File: config.mk
export PLATFORM = sky130hd
export DESIGN_NAME = quoted_string_unescaper_flat
export DESIGN_NICKNAME = d
export VERILOG_FILES = /design/src/rtl/core/qsu_pkg.sv /design/src/rtl/core/qsu_in_if.sv /design/src/rtl/core/qsu_out_if.sv /design/src/rtl/core/qsu_core.sv /design/src/rtl/core/qsu_obuf.sv /design/src/rtl/core/quoted_string_unescaper.sv /design/src/flat_wrapper.sv
export VERILOG_INCLUDE_DIRS = /design/src /design/src/rtl/core
export SDC_FILE = /design/constraint.sdc
export NUM_CORES = 1
export LEC_CHECK = 0
export ABC_AREA = 1
export BUFFER_PORTS_ARGS = -buffer_cell sky130_fd_sc_hd__buf_4
export CORE_MARGIN = 10
export CORE_UTILIZATION = 52
export DETAILED_ROUTE_END_ITERATION = 16
export GPL_ROUTABILITY_DRIVEN = 1
export PLACE_DENSITY = 0.85
export SYNTH_ARGS = -nofsm -noshare
export SYNTH_HDL_FRONTEND = slang
export SYNTH_SLANG_ARGS = --single-unit
File: constraint.sdc
create_clock -name clk -period 2.5 [get_ports clk]
set_clock_uncertainty 0.15 [all_clocks]
set_input_delay 0.5 -clock clk [delete_from_list [all_inputs] [get_ports clk]]
set_output_delay 0.5 -clock clk [all_outputs]
set_load 0.1 [all_outputs]
File: src/rtl/core/quoted_string_unescaper_macros.svh
// Assertion macros for the quoted string unescaper.
// Used by the top level only; needs nothing else.
`ifndef QUOTED_STRING_UNESCAPER_MACROS_SVH
`define QUOTED_STRING_UNESCAPER_MACROS_SVH

// Same-cycle implication, disabled during reset.
`define QSU_ASSERT_IMPL(label, clk, rst_n, ante, cons, msg) \
  label: assert property (@(posedge clk) disable iff (!rst_n) (ante) |-> (cons)) \
    else $error(msg);

// Next-cycle implication, disabled during reset.
`define QSU_ASSERT_NEXT(label, clk, rst_n, ante, cons, msg) \
  label: assert property (@(posedge clk) disable iff (!rst_n) (ante) |=> (cons)) \
    else $error(msg);

`endif

File: src/rtl/core/qsu_pkg.sv
// Shared types and constants of the quoted string unescaper.
// No dependencies.
`timescale 1ns / 1ps
`default_nettype none

package qsu_pkg;

  localparam logic [7:0] BACKSLASH = 8'h5C;
  localparam logic [7:0] NUL_BYTE  = 8'h00;

  typedef enum logic [1:0] {
    KIND_CHAR      = 2'd0,
    KIND_DONE      = 2'd1,
    KIND_UNMATCHED = 2'd2
  } kind_t;

  // Results caused by one byte: none, one or two.
  typedef logic [1:0] nres_t;
  localparam nres_t NRES_NONE = 2'd0;
  localparam nres_t NRES_ONE  = 2'd1;
  localparam nres_t NRES_TWO  = 2'd2;

  typedef struct packed {
    kind_t       kind;
    logic [7:0]  data;
    logic [15:0] count;
    logic        last;
  } res_t;

  typedef struct packed {
    nres_t n;
    res_t  r0;
    res_t  r1;
  } step_t;

endpackage

`default_nettype wire

File: src/rtl/core/qsu_in_if.sv
// Input byte channel: valid/ready handshake with one byte of payload.
// Depends on nothing.
`timescale 1ns / 1ps
`default_nettype none

interface qsu_in_if;
  logic       valid;
  logic       ready;
  logic [7:0] in_byte;

  modport source (output valid, output in_byte, input ready);
  modport sink   (input valid, input in_byte, output ready);
endinterface

`default_nettype wire

File: src/rtl/core/qsu_out_if.sv
// Result channel: valid/ready handshake carrying one result item.
// Depends on nothing.
`timescale 1ns / 1ps
`default_nettype none

interface qsu_out_if;
  logic        valid;
  logic        ready;
  logic [1:0]  kind;
  logic [7:0]  out_byte;
  logic [15:0] consumed_count;
  logic        last;

  modport source (output valid, output kind, output out_byte, output consumed_count,
                  output last, input ready);
  modport sink   (input valid, input kind, input out_byte, input consumed_count,
                  input last, output ready);
endinterface

`default_nettype wire

File: src/rtl/core/qsu_core.sv
// Parser state and per-byte step logic of the quoted string unescaper.
// Depends on qsu_pkg.
`timescale 1ns / 1ps
`default_nettype none

module qsu_core #(
  parameter logic [15:0] COUNT_CAP = 16'hFFFF
) (
  input  wire logic          clk,
  input  wire logic          rst_n,
  input  wire logic          step_en,
  input  wire logic [7:0]    cur_byte,
  input  wire logic          esc_en,
  output qsu_pkg::step_t     step_res
);

  logic        in_string_r, in_string_nxt;
  logic [7:0]  delim_r, delim_nxt;
  logic        esc_r, esc_nxt;
  logic [15:0] cnt_r, cnt_nxt;
  logic [15:0] cnt_bump;

  assign cnt_bump = (cnt_r < COUNT_CAP) ? cnt_r + 16'd1 : cnt_r;

  always_comb begin
    qsu_pkg::res_t blank;
    blank = '{kind: qsu_pkg::KIND_CHAR, data: 8'd0, count: 16'd0, last: 1'b0};

    in_string_nxt = in_string_r;
    delim_nxt     = delim_r;
    esc_nxt       = esc_r;
    cnt_nxt       = cnt_r;
    step_res.n    = qsu_pkg::NRES_NONE;
    step_res.r0   = blank;
    step_res.r1   = blank;

    if (!in_string_r) begin
      // opening delimiter, taken unchecked
      delim_nxt     = cur_byte;
      in_string_nxt = 1'b1;
      esc_nxt       = 1'b0;
      cnt_nxt       = 16'd1;
    end else begin
      cnt_nxt = cnt_bump;
      if (cur_byte == qsu_pkg::NUL_BYTE) begin
        step_res.n       = qsu_pkg::NRES_ONE;
        step_res.r0.kind = qsu_pkg::KIND_UNMATCHED;
        step_res.r0.last = 1'b1;
        in_string_nxt    = 1'b0;
        esc_nxt          = 1'b0;
      end else if (esc_r) begin
        esc_nxt = 1'b0;
        if (cur_byte == qsu_pkg::BACKSLASH || cur_byte == delim_r) begin
          step_res.n       = qsu_pkg::NRES_ONE;
          step_res.r0.data = cur_byte;
          step_res.r0.last = 1'b1;
        end else begin
          step_res.n       = qsu_pkg::NRES_TWO;
          step_res.r0.data = qsu_pkg::BACKSLASH;
          step_res.r1.data = cur_byte;
          step_res.r1.last = 1'b1;
        end
      end else if (esc_en && cur_byte == qsu_pkg::BACKSLASH) begin
        esc_nxt = 1'b1;
      end else if (cur_byte == delim_r) begin
        step_res.n        = qsu_pkg::NRES_ONE;
        step_res.r0.kind  = qsu_pkg::KIND_DONE;
        step_res.r0.count = cnt_bump;
        step_res.r0.last  = 1'b1;
        in_string_nxt     = 1'b0;
      end else begin
        step_res.n       = qsu_pkg::NRES_ONE;
        step_res.r0.data = cur_byte;
        step_res.r0.last = 1'b1;
      end
    end
  end

  always_ff @(posedge clk) begin
    if (!rst_n) begin
      in_string_r <= 1'b0;
      delim_r     <= 8'd0;
      esc_r       <= 1'b0;
      cnt_r       <= 16'd0;
    end else if (step_en) begin
      in_string_r <= in_string_nxt;
      delim_r     <= delim_nxt;
      esc_r       <= esc_nxt;
      cnt_r       <= cnt_nxt;
    end
  end

endmodule

`default_nettype wire

File: src/rtl/core/qsu_obuf.sv
// Two-slot result register: head slot drives the channel, second slot
// holds the trailing byte of an escape pair. Depends on qsu_pkg.
`timescale 1ns / 1ps
`default_nettype none

module qsu_obuf (
  input  wire logic          clk,
  input  wire logic          rst_n,
  input  wire logic          load,
  input  wire qsu_pkg::step_t step_res,
  input  wire logic          head_ready,
  output logic               head_valid,
  output qsu_pkg::res_t      head,
  output logic               space
);

  logic          s0_v_r, s1_v_r;
  qsu_pkg::res_t s0_r, s1_r;
  logic          take;

  assign take       = s0_v_r && head_ready;
  assign space      = (!s0_v_r || head_ready) && !s1_v_r;
  assign head_valid = s0_v_r;
  assign head       = s0_r;

  always_ff @(posedge clk) begin
    if (!rst_n) begin
      s0_v_r <= 1'b0;
      s1_v_r <= 1'b0;
    end else if (load) begin
      s0_v_r <= 1'b1;
      s1_v_r <= (step_res.n == qsu_pkg::NRES_TWO);
    end else if (take) begin
      s0_v_r <= s1_v_r;
      s1_v_r <= 1'b0;
    end
  end

  always_ff @(posedge clk) begin
    if (load) begin
      s0_r <= step_res.r0;
      s1_r <= step_res.r1;
    end else if (take) begin
      s0_r <= s1_r;
    end
  end

endmodule

`default_nettype wire

File: src/rtl/core/quoted_string_unescaper.sv
// Top level of the quoted string unescaper: input register, step logic and
// result register. Depends on qsu_pkg, qsu_in_if, qsu_out_if, qsu_core, qsu_obuf.
//
// Usage:
//   in_ch  - byte stream, one byte per transfer. The first byte after idle is
//            the delimiter and yields no result; following bytes are unescaped.
//   out_ch - result items: kind (char / done / unmatched), out_byte,
//            consumed_count (done only, saturating) and last, which marks the
//            final result caused by one input byte.
//   cfg_we / cfg_wdata - escape_enable register (reset 1). Write only while
//            the block is idle.
// Path: a byte taken on in_ch passes through the input register, then the
//   result register, before its first result shows on out_ch.
// Throughput: one byte per cycle while out_ch is ready. An escape that emits
//   a backslash plus the byte fills the second slot of the result register,
//   and input holds off until it drains; that second slot is what sets the rate.
// Reset (rst_n low, synchronous): parser idle awaiting a delimiter, count 0,
//   escape_enable 1, both registers empty.
// Receiver stall: the result register holds; the input register still takes
//   one more byte, then in_ch.ready drops until space opens.
`timescale 1ns / 1ps
`default_nettype none
`include "quoted_string_unescaper_macros.svh"

module quoted_string_unescaper #(
  parameter int unsigned MAX_STRING_LENGTH = 65535
) (
  input  wire logic   clk,
  input  wire logic   rst_n,
  qsu_in_if.sink      in_ch,
  qsu_out_if.source   out_ch,
  input  wire logic   cfg_we,
  input  wire logic   cfg_wdata
);

  // Count saturates at the smaller of the length limit and the field range.
  localparam logic [15:0] COUNT_CAP =
    (MAX_STRING_LENGTH < 32'd65535) ? 16'(MAX_STRING_LENGTH) : 16'hFFFF;

  logic           esc_en_r;
  logic           in_v_r;
  logic [7:0]     in_byte_r;
  logic           fire;
  logic           load_res;
  logic           space;
  logic           head_valid;
  logic           ctrl_res;
  logic           mid_res;
  logic           mid_ok;
  qsu_pkg::step_t step_res;
  qsu_pkg::res_t  head;

  // Config register
  always_ff @(posedge clk) begin
    if (!rst_n) begin
      esc_en_r <= 1'b1;
    end else if (cfg_we) begin
      esc_en_r <= cfg_wdata;
    end
  end

  // Byte leaves the input register once its results fit; bytes with no
  // result (delimiter, escape start) never wait on the output side.
  assign fire        = in_v_r && ((step_res.n == qsu_pkg::NRES_NONE) || space);
  assign in_ch.ready = !in_v_r || fire;
  assign load_res    = fire && (step_res.n != qsu_pkg::NRES_NONE);

  always_ff @(posedge clk) begin
    if (!rst_n) begin
      in_v_r <= 1'b0;
    end else if (in_ch.ready) begin
      in_v_r <= in_ch.valid;
    end
  end

  always_ff @(posedge clk) begin
    if (in_ch.valid && in_ch.ready) begin
      in_byte_r <= in_ch.in_byte;
    end
  end

  qsu_core #(
    .COUNT_CAP (COUNT_CAP)
  ) u_core (
    .clk      (clk),
    .rst_n    (rst_n),
    .step_en  (fire),
    .cur_byte (in_byte_r),
    .esc_en   (esc_en_r),
    .step_res (step_res)
  );

  qsu_obuf u_obuf (
    .clk        (clk),
    .rst_n      (rst_n),
    .load       (load_res),
    .step_res   (step_res),
    .head_ready (out_ch.ready),
    .head_valid (head_valid),
    .head       (head),
    .space      (space)
  );

  assign out_ch.valid          = head_valid;
  assign out_ch.kind           = head.kind;
  assign out_ch.out_byte       = head.data;
  assign out_ch.consumed_count = head.count;
  assign out_ch.last           = head.last;

  // Terms for the checks below.
  assign ctrl_res = out_ch.valid && (out_ch.kind != qsu_pkg::KIND_CHAR);
  assign mid_res  = out_ch.valid && !out_ch.last;
  assign mid_ok   = (out_ch.kind == qsu_pkg::KIND_CHAR) &&
                    (out_ch.out_byte == qsu_pkg::BACKSLASH);

  // A stepped byte with results must show one on the next cycle.
  `QSU_ASSERT_NEXT(a_load_shows, clk, rst_n, load_res, out_ch.valid, "result lost after step")
  // Done and unmatched results always close their byte.
  `QSU_ASSERT_IMPL(a_ctrl_last, clk, rst_n, ctrl_res, out_ch.last, "non-char result not last")
  // Only an escape pair has a non-final result, and it is the backslash.
  `QSU_ASSERT_IMPL(a_pair_head, clk, rst_n, mid_res, mid_ok, "bad escape pair head")

endmodule

`default_nettype wire
File: src/flat_wrapper.sv
// flat-port wrapper written by rule: the top's interface ports become plain ports
module quoted_string_unescaper_flat 
#(
  parameter int unsigned MAX_STRING_LENGTH = 65535
)
  (clk, rst_n, cfg_we, cfg_wdata, in_ch_valid, in_ch_in_byte, in_ch_ready, out_ch_valid, out_ch_kind, out_ch_out_byte, out_ch_consumed_count, out_ch_last, out_ch_ready);
  qsu_in_if in_ch_i ();
  qsu_out_if out_ch_i ();
  input  wire logic clk;
  input  wire logic rst_n;
  input  wire logic cfg_we;
  input  wire logic cfg_wdata;
  input wire logic [$bits(in_ch_i.valid)-1:0] in_ch_valid;
  input wire logic [$bits(in_ch_i.in_byte)-1:0] in_ch_in_byte;
  output wire logic [$bits(in_ch_i.ready)-1:0] in_ch_ready;
  output wire logic [$bits(out_ch_i.valid)-1:0] out_ch_valid;
  output wire logic [$bits(out_ch_i.kind)-1:0] out_ch_kind;
  output wire logic [$bits(out_ch_i.out_byte)-1:0] out_ch_out_byte;
  output wire logic [$bits(out_ch_i.consumed_count)-1:0] out_ch_consumed_count;
  output wire logic [$bits(out_ch_i.last)-1:0] out_ch_last;
  input wire logic [$bits(out_ch_i.ready)-1:0] out_ch_ready;
  assign in_ch_i.valid = in_ch_valid;
  assign in_ch_i.in_byte = in_ch_in_byte;
  assign in_ch_ready = in_ch_i.ready;
  assign out_ch_valid = out_ch_i.valid;
  assign out_ch_kind = out_ch_i.kind;
  assign out_ch_out_byte = out_ch_i.out_byte;
  assign out_ch_consumed_count = out_ch_i.consumed_count;
  assign out_ch_last = out_ch_i.last;
  assign out_ch_i.ready = out_ch_ready;
  quoted_string_unescaper #(.MAX_STRING_LENGTH(MAX_STRING_LENGTH)) u_core (.clk(clk), .rst_n(rst_n), .in_ch(in_ch_i), .out_ch(out_ch_i), .cfg_we(cfg_we), .cfg_wdata(cfg_wdata));
endmodule
==> reports/results.ini, run 1 <==
[floorplanning]
core_mm2=0.00646
ios=43
num_rows=29
die_y_um=102
start_util_pct=54.5
die-area_mm2=0.0105
die_w_um=102

[clock_tree]
clockBufferDepth=2
cts-root-buf=clkbuf_8
cts_tree=built
cts_buffers=9
clock_latency_ns=0.35
cts.htree.levels=3
ctsHoldBuffers=0
cts_sinks=74
clk_transition_reported_paths_ns=0.07

[cells_and_area]
drive_above_1_share_pct=23.0
mostFrequentLayoutCells=99 x nand2_1, 60 x buf_4, 50 x nor2_1
stdcell_count=556
final_common_cell=nand2_1
fill_cells=526
final_util_pct=66.4
syn_to_final_growth_pct=21.9
diodes=0
fin_nets=489

[power]
p_leak_nw=1.81
pwr_density_cell_mw_per_mm2=618
vdd_ir_drop_max_v=0.000547

[worst_setup_path]
worstPathRequired_ns=1.85
worstSetupEndpointType=output pin
arrival_ns=1.89
path_max_fanout=4
critPathKind=reg2out
start_kind=flip-flop

[detailed_routing]
firstDrtPassIters=5
drc=0
avgViaCountPerCell=5.21
wl_um=7950
wl_per_cell_um=14.3
num_vias=2897
drtIter0Drc=291
ant_nets=0

[sta]
grt_setup_unrepaired=yes
worstMarginPinSlew_ns=0.456
fin_crit_ns=2.54
setup_violations=1
fin_crit_sh_pct=102
slew_viol_final=0
layout_setup_ws_ns=-0.0395
hold_violations=0
timing.fmax_ghz=0.394
slew_headroom_pct=69.6

[placed_design]
dp_hpwl_um=5650
gp_congestion=0.911
pre_cts_ws_ns=0.135
dp.cells=530
numPortBuffers=42

[hold_path]
hold_class=in2reg

[global_route]
grt_overflow=0
grt_max_degree=28
track_usage_pct=16.0
grt_pass1_vias=2748
antenna_found_initial=0
grt_first_pass_wirelength_um=13200

[logic_synthesis]
synthCells=411
avgSynthCellArea_um2=8.56
synthesis.area_mm2=0.00352
synth.distinct_cells=29
ys_ff_latch=74
ys_seq_area_share_pct=54.6
yosysWarnings=0
syn-num-nets=426

[flow_run]
cap_violations=0

[outcome]
violations=negative setup slack
outcome=complete, but fails checks

-- final cells by class --
| cell class | instances | area, um2 | area share [%] |
|---|---|---|---|
| inverter | 50 | 190 | 4.43 |
| sequential | 74 | 1920 | 44.8 |
| multi-input combinational | 277 | 1390 | 32.3 |
| clock buffer | 10 | 138 | 3.21 |
| tap | 77 | 96.3 | 2.25 |
| timing repair buffer | 62 | 490 | 11.4 |
| clock inverter | 6 | 66.3 | 1.55 |
-- worst max-delay path: stages (launching register included) --
cell and delay, ns:
edfxtp_1 0.44, buf_4 0.16, nor3_2 0.17, nand4_1 0.17
a31oi_4 0.29, nand3_4 0.12, buf_12 0.19
-- final timing paths --
check | endpoint | start | slack (ns) | cells past startpoint
setup / recovery | in_ch_ready | u_core.in_byte_r[1] | -0.04 | 6
hold / removal | u_core.in_byte_r[1] | in_ch_in_byte[1] | 0.18 | 1
setup reg to reg | u_core.u_obuf.head[6] | u_core.in_byte_r[1] | 0.15 | 11
hold reg to reg | u_core.u_core.cnt_r[10] | u_core.u_core.cnt_r[10] | 0.34 | 2
-- metrics by stage --
stage	TNS [ns]	hold WS, ns	power (mW)	cell area (um2)
after global routing	-0.130	0.162	2.76	4290
after CTS	-0.0294	0.167	2.65	4230
after global placement	0	0.329	1.71	3970
final	-0.0395	0.179	2.65	4290
after floorplan	0	0.315	1.63	3530
after detailed placement	0	0.334	1.72	3970
-- report_power, final --
group / switching (mW) / internal (mW) / total [mW]
registers: 0.0346 / 1.34 / 1.37
clock network: 0.449 / 0.487 / 0.936
logic: 0.237 / 0.103 / 0.339
total: 0.720 / 1.93 / 2.65
-- state kept, by name, indices dropped and copies added (netlist names) --
register,count
u_core.in_v_r,1
u_core.u_obuf.head_valid,1
u_core.u_core.delim_r,8
u_core.u_obuf.s1_v_r,1
u_core.u_core.in_string_r,1
u_core.u_obuf.s1_r,9
u_core.u_core.cnt_r,16
u_core.esc_en_r,1
u_core.u_obuf.head,27
u_core.u_core.esc_r,1
u_core.in_byte_r,8
-- kinds of logic (layout without fill, tap and decap cells) --
group | after synthesis | in the layout | synth area share, %
compound gates | 52 | 52 | 7.97
xor+xnor | 16 | 16 | 3.98
simple gates | 208 | 208 | 26.0
buf+inv | 60 | 128 | 7.11
fa+ha+maj | 1 | 1 | 0.356
flops | 74 | 74 | 54.6
-- cells in the mapped netlist (all sizes together) --
library cell,n,area [um2]
a21oi,30,150
a31oi,1,21.3
buf,6,45.0
clkbuf,4,15.0
clkinv,2,7.51
dfxtp,30,601
edfxtp,44,1320
ha,1,12.5
inv,48,183
nand2,106,425
nand3,28,153
nand4,3,18.8
nor2,60,248
nor3,9,56.3
nor4,1,6.26
o21ai,20,100
o311ai,1,8.76
or2,1,6.26
xnor2,6,52.6
xor2,10,87.6
-- repair_timing --
action	4_1_cts	5_1_grt
gates resized for setup	5	5
pin swaps	3	4
setup buffers	4	6
endpoints found under the setup margin	1	8
-- metal layers --
metal	global-route usage (%)	vias to the layer above	wire (um)
met5	0	-	0
met4	6.18	0	116
met3	4.05	13	589
met2	24.0	121	3550
met1	21.7	1306	3700
li1	-	1457	-
(Power assumes the default switching activity.)
==> run 2, diff against run 1 <==
--- a/config.mk
+++ b/config.mk
@@ -9,10 +9,11 @@
 export ABC_AREA = 1
 export BUFFER_PORTS_ARGS = -buffer_cell sky130_fd_sc_hd__buf_4
 export CORE_MARGIN = 10
-export CORE_UTILIZATION = 52
+export CORE_UTILIZATION = 45
 export DETAILED_ROUTE_END_ITERATION = 16
 export GPL_ROUTABILITY_DRIVEN = 1
-export PLACE_DENSITY = 0.85
+export PLACE_DENSITY = 0.77
+export RECOVER_POWER = 25
 export SYNTH_ARGS = -nofsm -noshare
 export SYNTH_HDL_FRONTEND = slang
 export SYNTH_SLANG_ARGS = --single-unit
==> reports/results.ini, run 2 (synthesis results as in run 1) <==
[floorplanning]
start_util_pct=46.0  ; -8.5 points
die-area_mm2=0.0118  ; +12%
die_w_um=108  ; +6.0%
die_y_um=108  ; +6.0%
num_rows=32  ; +10%
ios=43  ; unchanged
core_mm2=0.00765  ; +18%

[detailed_routing]
avgViaCountPerCell=4.91  ; -5.7%
wl_per_cell_um=13.2  ; -7.5%
ant_nets=0  ; unchanged
drc=0  ; unchanged
drtIter0Drc=194  ; -33%
wl_um=7780  ; -2.2%
firstDrtPassIters=4  ; -1
num_vias=2889  ; -0.28%

[worst_setup_path]
worst_r2r_path_depth=12  ; +1
worstPathRequired_ns=1.85  ; about the same
worstSetupEndpointType=output pin
timing.rr.start=u_core.in_byte_r[1]
critPathKind=reg2out
regToRegEndpoint=u_core.u_obuf.head[20]
start_kind=flip-flop
arrival_ns=1.91  ; +0.02 ns
r2r_slack_ns=0.17  ; +0.02 ns
path_max_fanout=3  ; -1

[cells_and_area]
syn_to_final_growth_pct=23.5
stdcell_count=588  ; +5.8%
largest_reg_flops=27  ; unchanged
diodes=0  ; unchanged
drive_above_1_share_pct=23.9  ; +0.90 points
fin_nets=496  ; +1.4%
final_area_mm2=0.00435  ; +1.3%
fill_cells=693  ; +32%
mostFrequentLayoutCells=97 x nand2_1, 47 x nor2_1, 44 x edfxtp_1
final_common_cell=nand2_1

[clock_tree]
cts_buffers=9  ; unchanged
cts_sinks=74  ; unchanged
cts_tree=built
clock_latency_ns=0.36  ; about the same
cts-root-buf=clkbuf_8
clk_transition_reported_paths_ns=0.08  ; about the same
cts.htree.levels=3  ; unchanged
clockBufferDepth=2  ; unchanged
ctsHoldBuffers=0  ; unchanged

[power]
vdd_ir_drop_max_v=0.000309  ; -44%
p_leak_nw=1.83  ; +1.3%
power.total_mw=2.68  ; +1.1%
pwr_density_cell_mw_per_mm2=616  ; -0.18%

[sta]
slew_headroom_pct=22.3  ; -47 points
fin_crit_sh_pct=103  ; +0.94 points
setup_violations=1  ; unchanged
layout_setup_ws_ns=-0.0629  ; -0.0234 ns
grt_setup_unrepaired=yes
timing.fmax_ghz=0.390  ; -0.91%
worstMarginPinSlew_ns=1.17  ; +0.714 ns
slew_viol_final=0  ; unchanged
hold_violations=0  ; unchanged
fin_crit_ns=2.56  ; +0.0234 ns

[placed_design]
gp_congestion=0.878  ; -3.6%
dp_hpwl_um=5280  ; -6.6%
numPortBuffers=42  ; unchanged
pre_cts_ws_ns=0.159  ; +0.0246 ns
dp.cells=554  ; +4.5%
post_dp_cell_area_mm2=0.00399  ; +0.60%

[global_route]
track_usage_pct=13.4  ; -2.5 points
grt_max_degree=28  ; unchanged
grt_overflow=0  ; unchanged
antenna_found_initial=0  ; unchanged
grt_first_pass_wirelength_um=12700  ; -4.2%
grt_pass1_vias=2660  ; -3.2%

[hold_path]
worstHoldStart=cfg_we
hold_class=in2reg
hold_end=u_core.esc_en_r
whs_path_depth=2  ; +1

[outcome]
violations=negative setup slack
outcome=complete, but fails checks

[flow_run]
cap_violations=0  ; unchanged

[run 2: cell types whose count changed in the layout (fill, tap and decap cells not counted), moves of 3 or more]
cell	previous run	this run
buf_4	60	35
clkbuf_2	0	17
clkbuf_4	0	8
clkbuf_1	0	4
inv_6	0	3
nand2_2	4	7
nor2_1	50	47
nor3_2	4	1
[run 2: per-layer routing]
layer	wire (um)	share of wire, %	track usage, %	vias up
met1	3580	46	17.7	1301
met2	3400	44	19.7	90
met3	637	8.2	4.82	17
met5	0	0	0	-
met4	162	2.1	5.27	0
li1	-	-	-	1481
[run 2: final cells by class]
type	count	area, um2	share of cell area (%)
clock buffer	10	138	3.17
clock inverter	6	72.6	1.67
inverter	50	193	4.43
multi-input combinational	279	1420	32.6
sequential	74	1920	44.3
tap	102	128	2.94
timing repair buffer	67	474	10.9
[run 2: timing repair]
item,4_1_cts,5_1_grt
cloned,0,2
endpoints found under the setup margin,1,49
pin swaps,8,9
setup buffers,14,2
resized for setup,12,7
[run 2: power breakdown]
part / internal [mW] / total [mW] / switching [mW] / leakage [nW]
Combinational: 0.100 / 0.335 / 0.235 / 1.06
Sequential: 1.34 / 1.38 / 0.0356 / 0.666
Clock: 0.498 / 0.968 / 0.471 / 0.103
[run 2: through the flow]
stage                     TNS [ns]  hold WS (ns)  utilization (%)
after floorplan                  0         0.315                -
after global routing        -0.150         0.163             56.8
after global placement           0         0.330             52.2
after CTS                 -0.00577         0.158             57.0
after detailed placement         0         0.338             52.2
final                      -0.0629         0.175             56.8
[run 2: worst max path at each step]
stage	from	end	slack (ns)
floorplan	u_core.in_byte_r[5]	u_core.in_byte_r[0]	0.05
global placement	u_core.in_byte_r[5]	in_ch_ready	0.21
detailed placement	u_core.in_byte_r[7]	in_ch_ready	0.16
CTS	u_core.in_byte_r[1]	in_ch_ready	-0.006
global route	u_core.in_byte_r[1]	in_ch_ready	-0.15
finish	u_core.in_byte_r[1]	in_ch_ready	-0.06
[run 2: worst max-delay path: stages, from the launching register on]
cell,delay [ns]
edfxtp_1,0.45
inv_2,0.10
nand2_1,0.09
nor2_2,0.14
nand2_2,0.11
nor3_4,0.20
a31oi_4,0.14
nand3_4,0.13
buf_12,0.19
==> run 3, diff against run 2 <==
--- a/config.mk
+++ b/config.mk
@@ -13,7 +13,8 @@
 export DETAILED_ROUTE_END_ITERATION = 16
 export GPL_ROUTABILITY_DRIVEN = 1
 export PLACE_DENSITY = 0.77
-export RECOVER_POWER = 25
+export RECOVER_POWER = 50
+export REMOVE_ABC_BUFFERS = 1
 export SYNTH_ARGS = -nofsm -noshare
 export SYNTH_HDL_FRONTEND = slang
 export SYNTH_SLANG_ARGS = --single-unit
==> reports/results.ini, run 3 (synthesis results as in run 1) <==
[sta]
slew_headroom_pct=22.3  ; -0.084 points
tns_ns=-0.0505  ; +0.0124 ns
timing.fmax_ghz=0.392  ; +0.49%
fin_crit_ns=2.55  ; -0.0124 ns
fin_crit_sh_pct=102  ; -0.50 points
grt_setup_unrepaired=yes
layout_setup_ws_ns=-0.0505  ; +0.0124 ns
hold_violations=0  ; unchanged
slew_viol_final=0  ; unchanged
worstMarginPinSlew_ns=1.17  ; +0.000985 ns
setup_violations=1  ; unchanged
holdWs_ns=0.187  ; +0.0127 ns

[cells_and_area]
final_common_cell=nand2_1
final_util_pct=56.8  ; -0.065 points
drive_above_1_share_pct=23.1  ; -0.81 points
diodes=0  ; unchanged
syn_to_final_growth_pct=23.4
largest_reg_flops=27  ; unchanged
mostFrequentLayoutCells=99 x nand2_1, 48 x nor2_1, 44 x edfxtp_1
fin_nets=501  ; +1.0%

[global_route]
grt_first_pass_wirelength_um=12700  ; +0.22%
antenna_found_initial=0  ; unchanged
grt_pass1_vias=2717  ; +2.1%
grt_max_degree=23  ; -18%
grt_overflow=0  ; unchanged
track_usage_pct=13.3  ; -0.18 points

[worst_setup_path]
start_kind=flip-flop
worstPathRequired_ns=1.85  ; about the same
worstSetupEndpointType=output pin
crit_family=simple AND/OR/NAND/NOR gates
crit_cells=6  ; -2
critPathSlowestCell=edfxtp_1
worst_r2r_path_depth=15  ; +3
arrival_ns=1.90  ; about the same
path_max_fanout=3  ; unchanged
path_cells=buf_6 -> nor3_4 -> nand4_1 -> a31oi_4 -> nand3_4 -> buf_12
critPathKind=reg2out
path_buf_inv=2  ; unchanged
slowest_delay_ns=0.45  ; about the same

[detailed_routing]
num_vias=2946  ; +2.0%
ant_nets=0  ; unchanged
drtIter0Drc=324  ; +67%
drc=0  ; unchanged
wl_per_cell_um=13.5  ; +2.2%
firstDrtPassIters=5  ; +1
wl_um=8000  ; +2.9%
avgViaCountPerCell=4.98  ; +1.3%

[floorplanning]
die_y_um=108  ; unchanged
ios=43  ; unchanged
num_rows=32  ; unchanged
start_util_pct=46.0  ; unchanged
die_w_um=108  ; unchanged
die-area_mm2=0.0118  ; unchanged
core_mm2=0.00765  ; unchanged

[hold_path]
whs_path_depth=2  ; unchanged
hold_class=in2reg

[clock_tree]
clockBufferDepth=2  ; unchanged
cts.htree.levels=3  ; unchanged
cts_buffers=9  ; unchanged
cts_sinks=74  ; unchanged
clk_transition_reported_paths_ns=0.07  ; about the same
ctsHoldBuffers=0  ; unchanged
cts-root-buf=clkbuf_8
clock_latency_ns=0.36  ; about the same
cts_tree=built

[power]
pwr_density_cell_mw_per_mm2=605  ; -1.8%
vdd_ir_drop_max_v=0.000302  ; -2.3%
p_leak_nw=1.81  ; -0.81%

[placed_design]
numPortBuffers=42  ; unchanged
gp_congestion=0.908  ; +3.4%
dp_hpwl_um=5260  ; -0.27%

[outcome]
outcome=complete, but fails checks
violations=negative setup slack

[flow_run]
cap_violations=0  ; unchanged

run 3: timing repair:
item                                    in CTS  in global routing
resized for setup                           11                  9
setup buffers                               10                 10
endpoints found under the setup margin       1                 21
cloned                                       0                  1
pin swaps                                   11                  7
run 3: final timing paths:
kind                        startpoint                      to  slack (ns)
setup / recovery   u_core.in_byte_r[7]             in_ch_ready       -0.05
hold / removal                  cfg_we         u_core.esc_en_r        0.19
setup reg to reg   u_core.in_byte_r[5]  u_core.u_obuf.head[14]        0.04
hold reg to reg   u_core.u_obuf.s1_v_r    u_core.u_obuf.s1_v_r        0.35
run 3: final cells by class:
type,count,area [um2]
inverter,50,190
clock inverter,5,55.1
sequential,74,1920
tap,102,128
fill,668,3310
timing repair buffer,73,495
multi-input combinational,278,1410
clock buffer,10,138
run 3: layer usage:
metal / vias up / wire length [um] / share of wire [%] / global-route usage, %
li1: 1484 / - / - / -
met1: 1327 / 3550 / 44 / 17.6
met2: 123 / 3710 / 46 / 20.1
met3: 12 / 613 / 7.7 / 4.05
met4: 0 / 125 / 1.6 / 4.71
met5: - / 0 / 0 / 0
run 3: stage by stage:
stage               total power [mW]  cell area [um2]  worst slack, ns  std cells
floorplan                       1.62             3460           -0.572        401
global placement                1.71             4000            0.160        556
detailed placement              1.72             4000            0.122        556
CTS                             2.63             4310          -0.0135        581
global route                    2.72             4340           -0.136        592
finish                          2.63             4340          -0.0505        592
run 3: power breakdown:
group	switching, mW	total [mW]	internal (mW)
Sequential	0.0359	1.38	1.34
Clock	0.437	0.916	0.479
Combinational	0.237	0.335	0.0981
Total	0.710	2.63	1.92
